[config.mk]
export PLATFORM = sky130hd
export DESIGN_NAME = binary_to_intel_hex_encoder_unit
export DESIGN_NICKNAME = d
export VERILOG_FILES = /design/src/hw/rtl/bhex_pkg.sv /design/src/hw/rtl/bhex_out_reg.sv /design/src/hw/rtl/binary_to_intel_hex_encoder_unit.sv
export SDC_FILE = /design/constraint.sdc
export NUM_CORES = 1
export LEC_CHECK = 0
export ABC_CLOCK_PERIOD_IN_PS = 4100
export BUFFER_PORTS_ARGS = -buffer_cell sky130_fd_sc_hd__buf_2
export CAP_MARGIN = 20
export CORE_ASPECT_RATIO = 0.75
export CORE_UTILIZATION = 40
export DETAILED_ROUTE_END_ITERATION = 8
export GPL_TIMING_DRIVEN = 1
export PLACE_DENSITY = 0.58
export SLEW_MARGIN = 20
export SYNTH_ARGS = -nofsm -noshare
export SYNTH_HDL_FRONTEND = slang
export SYNTH_HIERARCHICAL = 1
export SYNTH_SLANG_ARGS = --single-unit
[constraint.sdc]
create_clock -name clk -period 4.1 [get_ports clk]
set_input_delay 0.82 -clock clk [delete_from_list [all_inputs] [get_ports clk]]
set_output_delay 0.82 -clock clk [all_outputs]
set_load 0.02 [all_outputs]
[src/hw/rtl/bhex_pkg.sv]
// ---------------------------------------------------------------------------
// Intel HEX encoder package
// Shared types, codes and character helpers.
// ---------------------------------------------------------------------------
package bhex_pkg;

  localparam int RECORD_BYTES_DEFAULT = 16;
  localparam int HDR_BYTES            = 4;   // count, address high, address low, type
  localparam int ADDR_W               = 16;

  localparam logic [7:0] CHAR_COLON   = 8'h3A;
  localparam logic [7:0] CHAR_NL      = 8'h0A;

  typedef enum logic [1:0] {
    OP_DATA  = 2'd0,
    OP_FINAL = 2'd1,
    OP_END   = 2'd2,
    OP_NONE  = 2'd3
  } op_t;

  typedef struct packed {
    logic [7:0] ch;
    logic       last;
  } out_beat_t;

  // Upper-case ASCII hex digit.
  function automatic logic [7:0] hex_char(input logic [3:0] nib);
    if (nib < 4'd10) begin
      return 8'h30 + {4'h0, nib};
    end
    return 8'h37 + {4'h0, nib};
  endfunction

endpackage

[src/hw/rtl/bhex_out_reg.sv]
// ---------------------------------------------------------------------------
// Intel HEX encoder output register
// Holds one character for the downstream stream, frees on transfer.
// ---------------------------------------------------------------------------
module bhex_out_reg (
  input  logic                 clk,
  input  logic                 rst,
  input  logic                 push,
  input  bhex_pkg::out_beat_t  beat,
  output logic                 space,
  output logic                 m_axis_tvalid,
  input  logic                 m_axis_tready,
  output logic [7:0]           m_axis_tdata,   // [7:0] out_char
  output logic                 m_axis_tlast    // last_char
);
  import bhex_pkg::*;

  assign space = !m_axis_tvalid || m_axis_tready;

  always_ff @(posedge clk) begin
    if (rst) begin
      m_axis_tvalid <= 1'b0;
    end else if (space) begin
      m_axis_tvalid <= push;
    end
  end

  // Payload: load on a new character only.
  always_ff @(posedge clk) begin
    if (push && space) begin
      m_axis_tdata <= beat.ch;
      m_axis_tlast <= beat.last;
    end
  end

endmodule

[src/hw/rtl/binary_to_intel_hex_encoder_unit.sv]
// ---------------------------------------------------------------------------
// Intel HEX record encoder
// Gathers raw bytes into a record buffer and streams Intel HEX text.
// ---------------------------------------------------------------------------
//
// Channel   Dir  Fields (low bit first)                 Transfer
// s_axis    in   tdata: data_byte[7:0]                  tvalid & tready
//                tuser: operation[1:0]
// m_axis    out  tdata: out_char[7:0], tlast: last_char tvalid & tready
// cfg       in   cfg_wr_data: start_address[15:0]       cfg_wr_en
//
// An input byte that completes no record leaves s_axis ready for the next
// item. An item that emits records sends its text one character at a time:
// 2*n+12 characters for a data record of n bytes and 12 for the end record,
// paced by the single character sequencer and the buffer's one read port.
// Reset (rst, synchronous) clears the fill count and stream flag and loads
// the address registers with zero; the buffer itself is not cleared.
// A stalled m_axis holds the sequencer; s_axis is ready only between items,
// including while the last character of the previous item still waits.
// ---------------------------------------------------------------------------
module binary_to_intel_hex_encoder_unit #(
  parameter int RECORD_BYTES = bhex_pkg::RECORD_BYTES_DEFAULT
) (
  input  logic        clk,
  input  logic        rst,
  input  logic        cfg_wr_en,
  input  logic [15:0] cfg_wr_data,     // [15:0] start_address
  input  logic        s_axis_tvalid,
  output logic        s_axis_tready,
  input  logic [7:0]  s_axis_tdata,    // [7:0] data_byte
  input  logic [1:0]  s_axis_tuser,    // [1:0] operation
  output logic        m_axis_tvalid,
  input  logic        m_axis_tready,
  output logic [7:0]  m_axis_tdata,    // [7:0] out_char
  output logic        m_axis_tlast     // last_char
);
  import bhex_pkg::*;

  localparam int AW = (RECORD_BYTES > 1) ? $clog2(RECORD_BYTES) : 1;
  localparam int CW = $clog2(RECORD_BYTES + 1);
  localparam int PW = $clog2(RECORD_BYTES + HDR_BYTES + 1);
  localparam logic [CW-1:0] FULL  = CW'(RECORD_BYTES);
  localparam logic [PW-1:0] P_CNT = PW'(0);
  localparam logic [PW-1:0] P_AHI = PW'(1);
  localparam logic [PW-1:0] P_ALO = PW'(2);
  localparam logic [PW-1:0] P_TYP = PW'(3);
  localparam logic [PW-1:0] P_DAT = PW'(HDR_BYTES);

  typedef enum logic [2:0] {
    S_IDLE,
    S_COLON,
    S_HI,
    S_LO,
    S_NL
  } state_t;

  state_t              state;
  logic [CW-1:0]       fill;
  logic                in_stream;
  logic [ADDR_W-1:0]   start_addr;
  logic [ADDR_W-1:0]   rec_addr;
  logic [CW-1:0]       rec_count;     // bytes in the record being sent
  logic                rec_end;       // sending the end record
  logic                end_after;     // end record follows this data record
  logic [PW-1:0]       pos;           // byte position inside the record
  logic [7:0]          sum;
  logic [CW-1:0]       data_ptr;      // buffer read address
  logic [7:0]          buf_mem [RECORD_BYTES];
  logic [7:0]          rd_data;

  logic                in_fire;
  op_t                 op;
  logic [CW-1:0]       fill_next;
  logic [PW-1:0]       csum_pos;
  logic [7:0]          byte_val;
  logic                space;
  out_beat_t           beat;
  logic                adv;

  assign s_axis_tready = (state == S_IDLE);
  assign in_fire       = s_axis_tvalid && s_axis_tready;
  assign op            = op_t'(s_axis_tuser);
  assign fill_next     = fill + CW'(1);
  assign csum_pos      = P_DAT + PW'(rec_count);
  assign adv           = (state != S_IDLE) && space;

  // Record buffer: one write port from the input, one read port for the
  // sequencer. An item's byte is written at its accept edge, before the
  // sequencer reaches the data field, so no forwarding is needed.
  // Hold the read data while a low digit waits on the output.
  always_ff @(posedge clk) begin
    if (in_fire && (op == OP_DATA || op == OP_FINAL)) begin
      buf_mem[fill[AW-1:0]] <= s_axis_tdata;
    end
    if (state != S_LO || adv) begin
      rd_data <= buf_mem[data_ptr[AW-1:0]];
    end
  end

  // Byte shown at the current position.
  always_comb begin
    priority if (pos == P_CNT) begin
      byte_val = 8'(rec_count);
    end else if (pos == P_AHI) begin
      byte_val = rec_end ? 8'h00 : rec_addr[15:8];
    end else if (pos == P_ALO) begin
      byte_val = rec_end ? 8'h00 : rec_addr[7:0];
    end else if (pos == P_TYP) begin
      byte_val = {7'd0, rec_end};
    end else if (pos < csum_pos) begin
      byte_val = rd_data;
    end else begin
      byte_val = 8'h00 - sum;   // two's-complement checksum
    end
  end

  always_comb begin
    unique case (state)
      S_COLON: beat.ch = CHAR_COLON;
      S_HI:    beat.ch = hex_char(byte_val[7:4]);
      S_LO:    beat.ch = hex_char(byte_val[3:0]);
      S_NL:    beat.ch = CHAR_NL;
      default: beat.ch = 8'h00;
    endcase
    beat.last = (state == S_NL) && (rec_end || !end_after);
  end

  // Sequencer: input decode, record start and one character per advance.
  always_ff @(posedge clk) begin
    if (rst) begin
      state      <= S_IDLE;
      fill       <= '0;
      in_stream  <= 1'b0;
      start_addr <= '0;
      rec_addr   <= '0;
      rec_count  <= '0;
      rec_end    <= 1'b0;
      end_after  <= 1'b0;
      pos        <= '0;
      sum        <= '0;
      data_ptr   <= '0;
    end else begin
      // Register write: take the address now unless a stream is open.
      if (cfg_wr_en) begin
        start_addr <= cfg_wr_data;
        if (!in_stream) begin
          rec_addr <= cfg_wr_data;
        end
      end

      unique case (state)
        S_IDLE: begin
          if (in_fire) begin
            unique case (op)
              OP_DATA: begin
                in_stream <= 1'b1;
                if (fill_next == FULL) begin
                  state     <= S_COLON;
                  pos       <= '0;
                  sum       <= '0;
                  data_ptr  <= '0;
                  rec_count <= FULL;
                  rec_end   <= 1'b0;
                  end_after <= 1'b0;
                  fill      <= '0;
                end else begin
                  fill <= fill_next;
                end
              end
              OP_FINAL: begin
                state     <= S_COLON;
                pos       <= '0;
                sum       <= '0;
                data_ptr  <= '0;
                rec_count <= fill_next;
                rec_end   <= 1'b0;
                end_after <= 1'b1;
                fill      <= '0;
                in_stream <= 1'b0;
              end
              OP_END: begin
                state     <= S_COLON;
                pos       <= '0;
                sum       <= '0;
                data_ptr  <= '0;
                fill      <= '0;
                in_stream <= 1'b0;
                if (fill != '0) begin
                  rec_count <= fill;
                  rec_end   <= 1'b0;
                  end_after <= 1'b1;
                end else begin
                  // Empty buffer: end record only.
                  rec_count <= '0;
                  rec_end   <= 1'b1;
                  end_after <= 1'b0;
                  rec_addr  <= start_addr;
                end
              end
              OP_NONE: begin
                // Drop the item.
              end
            endcase
          end
        end
        S_COLON: begin
          if (adv) begin
            state <= S_HI;
          end
        end
        S_HI: begin
          if (adv) begin
            state <= S_LO;
            if (pos < csum_pos) begin
              sum <= sum + byte_val;
            end
            // Advance the read address once its byte is on show.
            if (pos >= P_DAT && pos < csum_pos) begin
              data_ptr <= data_ptr + CW'(1);
            end
          end
        end
        S_LO: begin
          if (adv) begin
            if (pos == csum_pos) begin
              state <= S_NL;
            end else begin
              pos   <= pos + PW'(1);
              state <= S_HI;
            end
          end
        end
        S_NL: begin
          if (adv) begin
            if (!rec_end) begin
              rec_addr <= end_after ? start_addr : rec_addr + ADDR_W'(rec_count);
            end
            if (rec_end || !end_after) begin
              state <= S_IDLE;
            end else begin
              // Chain the end record behind the data record.
              state     <= S_COLON;
              pos       <= '0;
              sum       <= '0;
              rec_count <= '0;
              rec_end   <= 1'b1;
              end_after <= 1'b0;
            end
          end
        end
        default: begin
          state <= S_IDLE;
        end
      endcase
    end
  end

  bhex_out_reg u_out (
    .clk           (clk),
    .rst           (rst),
    .push          (state != S_IDLE),
    .beat          (beat),
    .space         (space),
    .m_axis_tvalid (m_axis_tvalid),
    .m_axis_tready (m_axis_tready),
    .m_axis_tdata  (m_axis_tdata),
    .m_axis_tlast  (m_axis_tlast)
  );

endmodule

# [After elaboration in Yosys (flattened, before gate mapping)]
# Memories as Yosys holds them, arrays and structs flattened. A register that Yosys moved wholly into a read port is not among the register bits.
# Cells that the tools add are included.
[totals] register_bits=76 latch_bits=0 mem_bits_rw=128 mem_bits_ro=0 word_cells=159 memories=1
[op_classes] add_sub_neg=11 multipliers=0 div=0 n_lt_le_gt_ge=4 n_eq_ne=24 shifts=0 mux=77 bitwise=0 n_reduce_logical=28
[memory_table] name="buf_mem" words=16 word_bits=8 read_ports=1 rd_ports_with_merged_regs=1 write_ports=1 line="binary_to_intel_hex_encoder_unit.sv:68" rtl="logic [7:0] buf_mem [RECORD_BYTES];"
[ops] op="$mux 8" n=17
[ops] op="$mux 16" n=8
[ops] op="$mux 5" n=12
[ops] op="$pmux 5 s2" n=4
[ops] op="$pmux 16 s2" n=1
[ops] op="$pmux 8 s4" n=1
[ops] op="$pmux 5 s3" n=2
[ops] op="$add 6x4->7 const A" n=4
[ops] op="$pmux 8 s3" n=1
[ops] op="$mux 3" n=7
[ops] op="$add 16x5->16" n=1
[ops] op="$mux 1" n=16
[ops] op="$ne 2x2->1 const B" n=8
[ops] op="$pmux 8 s2" n=1
[ops] op="$reduce_and 8->1" n=2
[ops] op="$add 5x1->5 const B" n=3
[ops] op="$pmux 3 s5" n=1
[ops] op="$reduce_and 6->1" n=2
[ops] op="$eq 5x2->1 const B" n=2
[ops] op="$ne 3x2->1 const B" n=3
[ops] op="$reduce_bool 3->1" n=3
[ops] op="$add 8x8->8" n=1
[ops] op="$lt 4x4->1 const B" n=2
[ops] op="$sub 1x8->8 const A" n=1
[ops] op="other kinds (27)" n=41

# [Longest topological paths before layout]
[logic_depth] depth_word=12 ltp_mapped=20

# [Cells and area by module]
# The synthesis kept the hierarchy.
[by_module_without_submodules] module="binary_to_intel_hex_encoder_unit" n_inst=1 cells_each=868 area_each_um2=10149.7 seq_area_each_um2=5385.2
[by_module_without_submodules] module="bhex_out_reg" n_inst=1 cells_each=14 area_each_um2=325.3 seq_area_each_um2=290.3

# [Least setup slack after synthesis]
# OpenSTA, ideal clock, no wires.
[synth_timing] kind="register to register" from="register rec_count[2]" to="register sum[7]" arrival_time_ns=3.689 required_time_ns=4.026 slack_ns=0.337 path_stages_with_launch=18 path_buffers=0 path_cell_list="dfxtp_1 -> ha_1 -> xnor2_1 -> ha_1 -> and3_1 -> o21a_1 -> nor2_1 -> a31oi_1 -> a221oi_2 -> ha_1 -> a21oi_1 -> o211ai_1 -> o21ai_0 -> nand2b_1 -> a21oi_1 -> xor2_1 -> or4_1 -> a31oi_1"
[synth_via] elab_chain_len=11
[synth_lines] item="start, declared" line="binary_to_intel_hex_encoder_unit.sv:62" rtl="logic [CW-1:0] rec_count;"
[synth_lines] item="start signal, assigned" line="binary_to_intel_hex_encoder_unit.sv:175" rtl="rec_count <= fill_next;"
[synth_lines] item="start signal, assigned" line="binary_to_intel_hex_encoder_unit.sv:189" rtl="rec_count <= fill;"
[synth_lines] item="$add 3x5->5" line="binary_to_intel_hex_encoder_unit.sv:84" rtl="assign csum_pos = P_DAT + PW'(rec_count);"
[synth_lines] item="$lt 5x5->1" line="binary_to_intel_hex_encoder_unit.sv:110, binary_to_intel_hex_encoder_unit.sv:214"
[synth_lines] item="$mux 8" line="binary_to_intel_hex_encoder_unit.sv:110" rtl="end else if (pos < csum_pos) begin"
[synth_lines] item="$mux 8" line="binary_to_intel_hex_encoder_unit.sv:108" rtl="end else if (pos == P_TYP) begin"
[synth_lines] item="$mux 8" line="binary_to_intel_hex_encoder_unit.sv:106" rtl="end else if (pos == P_ALO) begin"
[synth_lines] item="$mux 8" line="binary_to_intel_hex_encoder_unit.sv:104" rtl="end else if (pos == P_AHI) begin"
[synth_lines] item="$mux 8" line="binary_to_intel_hex_encoder_unit.sv:102" rtl="priority if (pos == P_CNT) begin"
[synth_lines] item="$add 8x8->8" line="binary_to_intel_hex_encoder_unit.sv:215" rtl="sum <= sum + byte_val;"
[synth_lines] item="$mux 8" line="binary_to_intel_hex_encoder_unit.sv:214" rtl="if (pos < csum_pos) begin"
[synth_lines] item="$mux 8" line="binary_to_intel_hex_encoder_unit.sv:212" rtl="if (adv) begin"
[synth_lines] item="$pmux 8 s3" line="binary_to_intel_hex_encoder_unit.sv:151" rtl="unique case (state)"
[synth_lines] item="end signal, assigned" line="binary_to_intel_hex_encoder_unit.sv:215"
[synth_lines] item="end, declared" line="binary_to_intel_hex_encoder_unit.sv:66" rtl="logic [7:0] sum;"
# Parallel ways exist; a longest one is shown, timed or not. The select of a mux whose other input is x is not followed.
# A chain may end at the register's enable or synchronous reset.

# [Final worst setup path]
[layout_timing] from="register rec_count[2]" to="register sum[6]"
# Same word-level chain as after synthesis.

==> results.cfg <==
[logic_synthesis]
synth_area_leaders = edfxtp_1 42%, dfxtp_1 13%, mux4_2 8.6%, ha_1 4.1%, nor2_1 3.7%
synth_top_area_cell = edfxtp_1
synth_area_um2 = 10480
synth_nets = 949
synth_edf_count = 145
netlist_instances = 882
seq_area_frac_synth_pct = 54.18
synth_top_area_share_pct = 41.57
synthFlopType = edfxtp_1
synth_cell_types = 73
avgSynthCellArea_um2 = 11.88
synthArstFlopShare_pct = 0
ys_seq_elements = 211
yosysWarningCount = 6

[clock_network]
cts_sinks = 211
numCtsBuffers = 22
worstSkewPairLatency_ps = 520
clkSlewWorstSetupHoldPaths_ps = 60
clk_path_buf_depth = 3
cts_htree_levels = 1
cts_tree = yes
cts-root-buf = clkbuf_16

[placement]
hpwl_mm = 17.48
place_area_um2 = 11080
port_buffers = 41
globalplace.congestion = 0.9071

[detailed_routing]
wl_per_cell_um = 19.51
dr.first_iter.drc_count = 582
drt_wl_total_mm = 24.91
vias = 7113
antenna_left = 0
drc = 0
viasPerCell = 5.570
drtPass1Iterations = 5

[pwr]
internal-power_mw = 3.616
switching_power_mw = 1.224
pwr-share-clk_pct = 39.3
comb_power_share_pct = 10.9
swShare_pct = 25.29
ir_drop_uv = 246.2
p_per_area_nw_per_um2 = 410.2
leakagePower_nw = 4.219
seq_power_share_pct = 49.7

[global_route]
grt_pass1_wl_mm = 39.61
grt.total_usage_pct = 18.97
grt_max_degree = 38
grt_pass1_vias = 6771
overflow = 0
antenna_found_initial = 0

[setup_path]
cp_max_fo = 5
path_cells = ha_1 -> xnor2_1 -> ha_1 -> and3_1 -> o21a_1 -> nor2_4 -> a21oi_1 -> o22a_1 -> o31a_1 -> inv_1 -> ha_1 -> fa_1 -> a21o_1 -> a21oi_2 -> o21bai_1 -> a21oi_1 -> xor2_1 -> nor3_1 -> a21oi_1 -> nor2_1
required_ps = 4490
worst-path-buf-inv = 1
worstSetupEndpointType = flip-flop
critPathArrivalTime_ps = 4250
critPathMaxStageDelay_ps = 410
cp_top_family = compound AO/OA/AOI/OAI gates
cp_slowest_cell = fa_1
worstSetupPathType = flip-flop to flip-flop
startpoint_type = flip-flop

[run]
cap_viol_max_count = 0

[timing]
rsz0062_at_grt = true
finalHoldViolCount = 0
fin_skew_ps = 21.32
worstMarginPinSlew_ps = 918.2
max_freq_ghz = 0.2594
setup_viol = 0
finalCritPeriodShare_pct = 94.03
max_slew_margin_pct = 38.56
post-route-min-period_ps = 3855
finalSetupTns_ps = 0
slew_viol_final = 0

[final_layout]
layout-drive-gt1-share_pct = 18.10
final_area_um2 = 11800
area_growth_pct = 12.66
fill_cells = 2273
fin_util_pct = 46.58
final_nets = 990
diodes = 0
layout_commonest_cell = edfxtp_1
most-common-layout-cells = 145 x edfxtp_1, 101 x nor2_1, 74 x a21oi_1, 65 x dfxtp_1, 52 x nand2_1

[floorplan]
coreArea_um2 = 25340
die_w_um = 188.9
rows = 50
start_util_pct = 41.34
dieArea_um2 = 26850
pin_count = 42
fp.dieH_um = 142.1

[min_path]
holdCritPathClass = flip-flop to flip-flop

[run_status]
outcome = finished clean
==> tightest hold or removal path, delay by kind of cell (launching register included) <==
| family | cells | cell delay, ps |
|---|---|---|
| DFF | 1 | 310 |
| and+or+nand+nor | 1 | 50 |
| AOI/OAI and AO/OA | 1 | 50 |
==> worst paths after layout <==
kind,startpoint,endpoint,slack [ps],depth (start not counted)
setup reg to reg,rec_count[2],sum[6],240,20
hold / removal,start_addr[0],rec_addr[0],460,2
hold reg to reg,start_addr[0],rec_addr[0],460,2
setup / recovery,rec_count[2],sum[6],240,20
==> cells by family after synthesis <==
kind of cell	after synthesis	share of synthesized area, %
adders and majority gates	36	4.443
buffers and inverters	72	2.735
AOI/OAI and AO/OA	189	11.48
muxes	83	12.78
DFF	211	54.18
xor gates and xnor gates	31	2.592
and+or+nand+nor	259	11.75
other	1	0.03580
==> metrics by stage <==
stage                     worst slack, ps  power (mW)  hold slack (ps)  instances
after floorplan                     336.6       2.797            431.3        882
after global placement              318.0       2.973            443.6       1235
after detailed placement            141.5       2.976            451.2       1235
after CTS                           122.6       4.872            463.2       1275
after global routing               -51.65       5.029            494.9       1277
final                               244.8       4.841            461.9       1277
==> sequential cells by signal, indices dropped and copies added (netlist names), 8 cells and up <==
register and count:
buf_mem 128, rec_addr 16, start_addr 16, rd_data 8, sum 8, u_out/m_axis_tdata 8
==> layout make-up <==
class                      count  area [um^2]  area share (%)
sequential                   211         5677           48.10
multi-input combinational    599         4536           38.43
clock buffer                  28        583.1           4.941
tap                          338        422.9           3.584
timing repair buffer          66        392.9           3.329
clock inverter                12        103.9          0.8800
inverter                      23        86.33          0.7316
==> what timing repair did <==
action	4_1_cts	5_1_grt
setup buffers	0	2
resized for setup	0	8
setup endpoints to repair	0	2
hold buffers	0	0
==> cells in the mapped netlist (all sizes together), types with 5 or more instances <==
cell type	count
edfxtp	145
nor2	102
a21oi	79
dfxtp	66
nand2	53
mux4	40
mux2i	37
clkbuf	35
ha	34
o21ai	30
nor3	24
inv	22
xor2	20
nand3	17
a31oi	14
buf	14
nand2b	13
xnor2	11
a211oi	10
a21o	8
a221oi	7
and3	7
nor2b	7
a2bb2oi	6
mux2	6
o22ai	6
or3	6
and2	5
or2	5
==> per-layer routing <==
metal  share of wire, %  vias up  GRT usage, %
met3                7.3       27         3.427
met4                1.3        0         3.480
li1                   -     3403             -
met5                  0        -             0
met1                 51     3464         30.35
met2                 41      219         26.47
==> power groups by stage <==
| stage | logic [mW] | clock network, mW | registers (mW) |
|---|---|---|---|
| floorplan | 0.351 | 0 | 2.45 |
| global placement | 0.520 | 0 | 2.45 |
| detailed placement | 0.523 | 0 | 2.45 |
| CTS | 0.525 | 1.94 | 2.41 |
| global route | 0.587 | 2.03 | 2.41 |
| finish | 0.529 | 1.90 | 2.41 |
(Power assumes the default switching activity.)
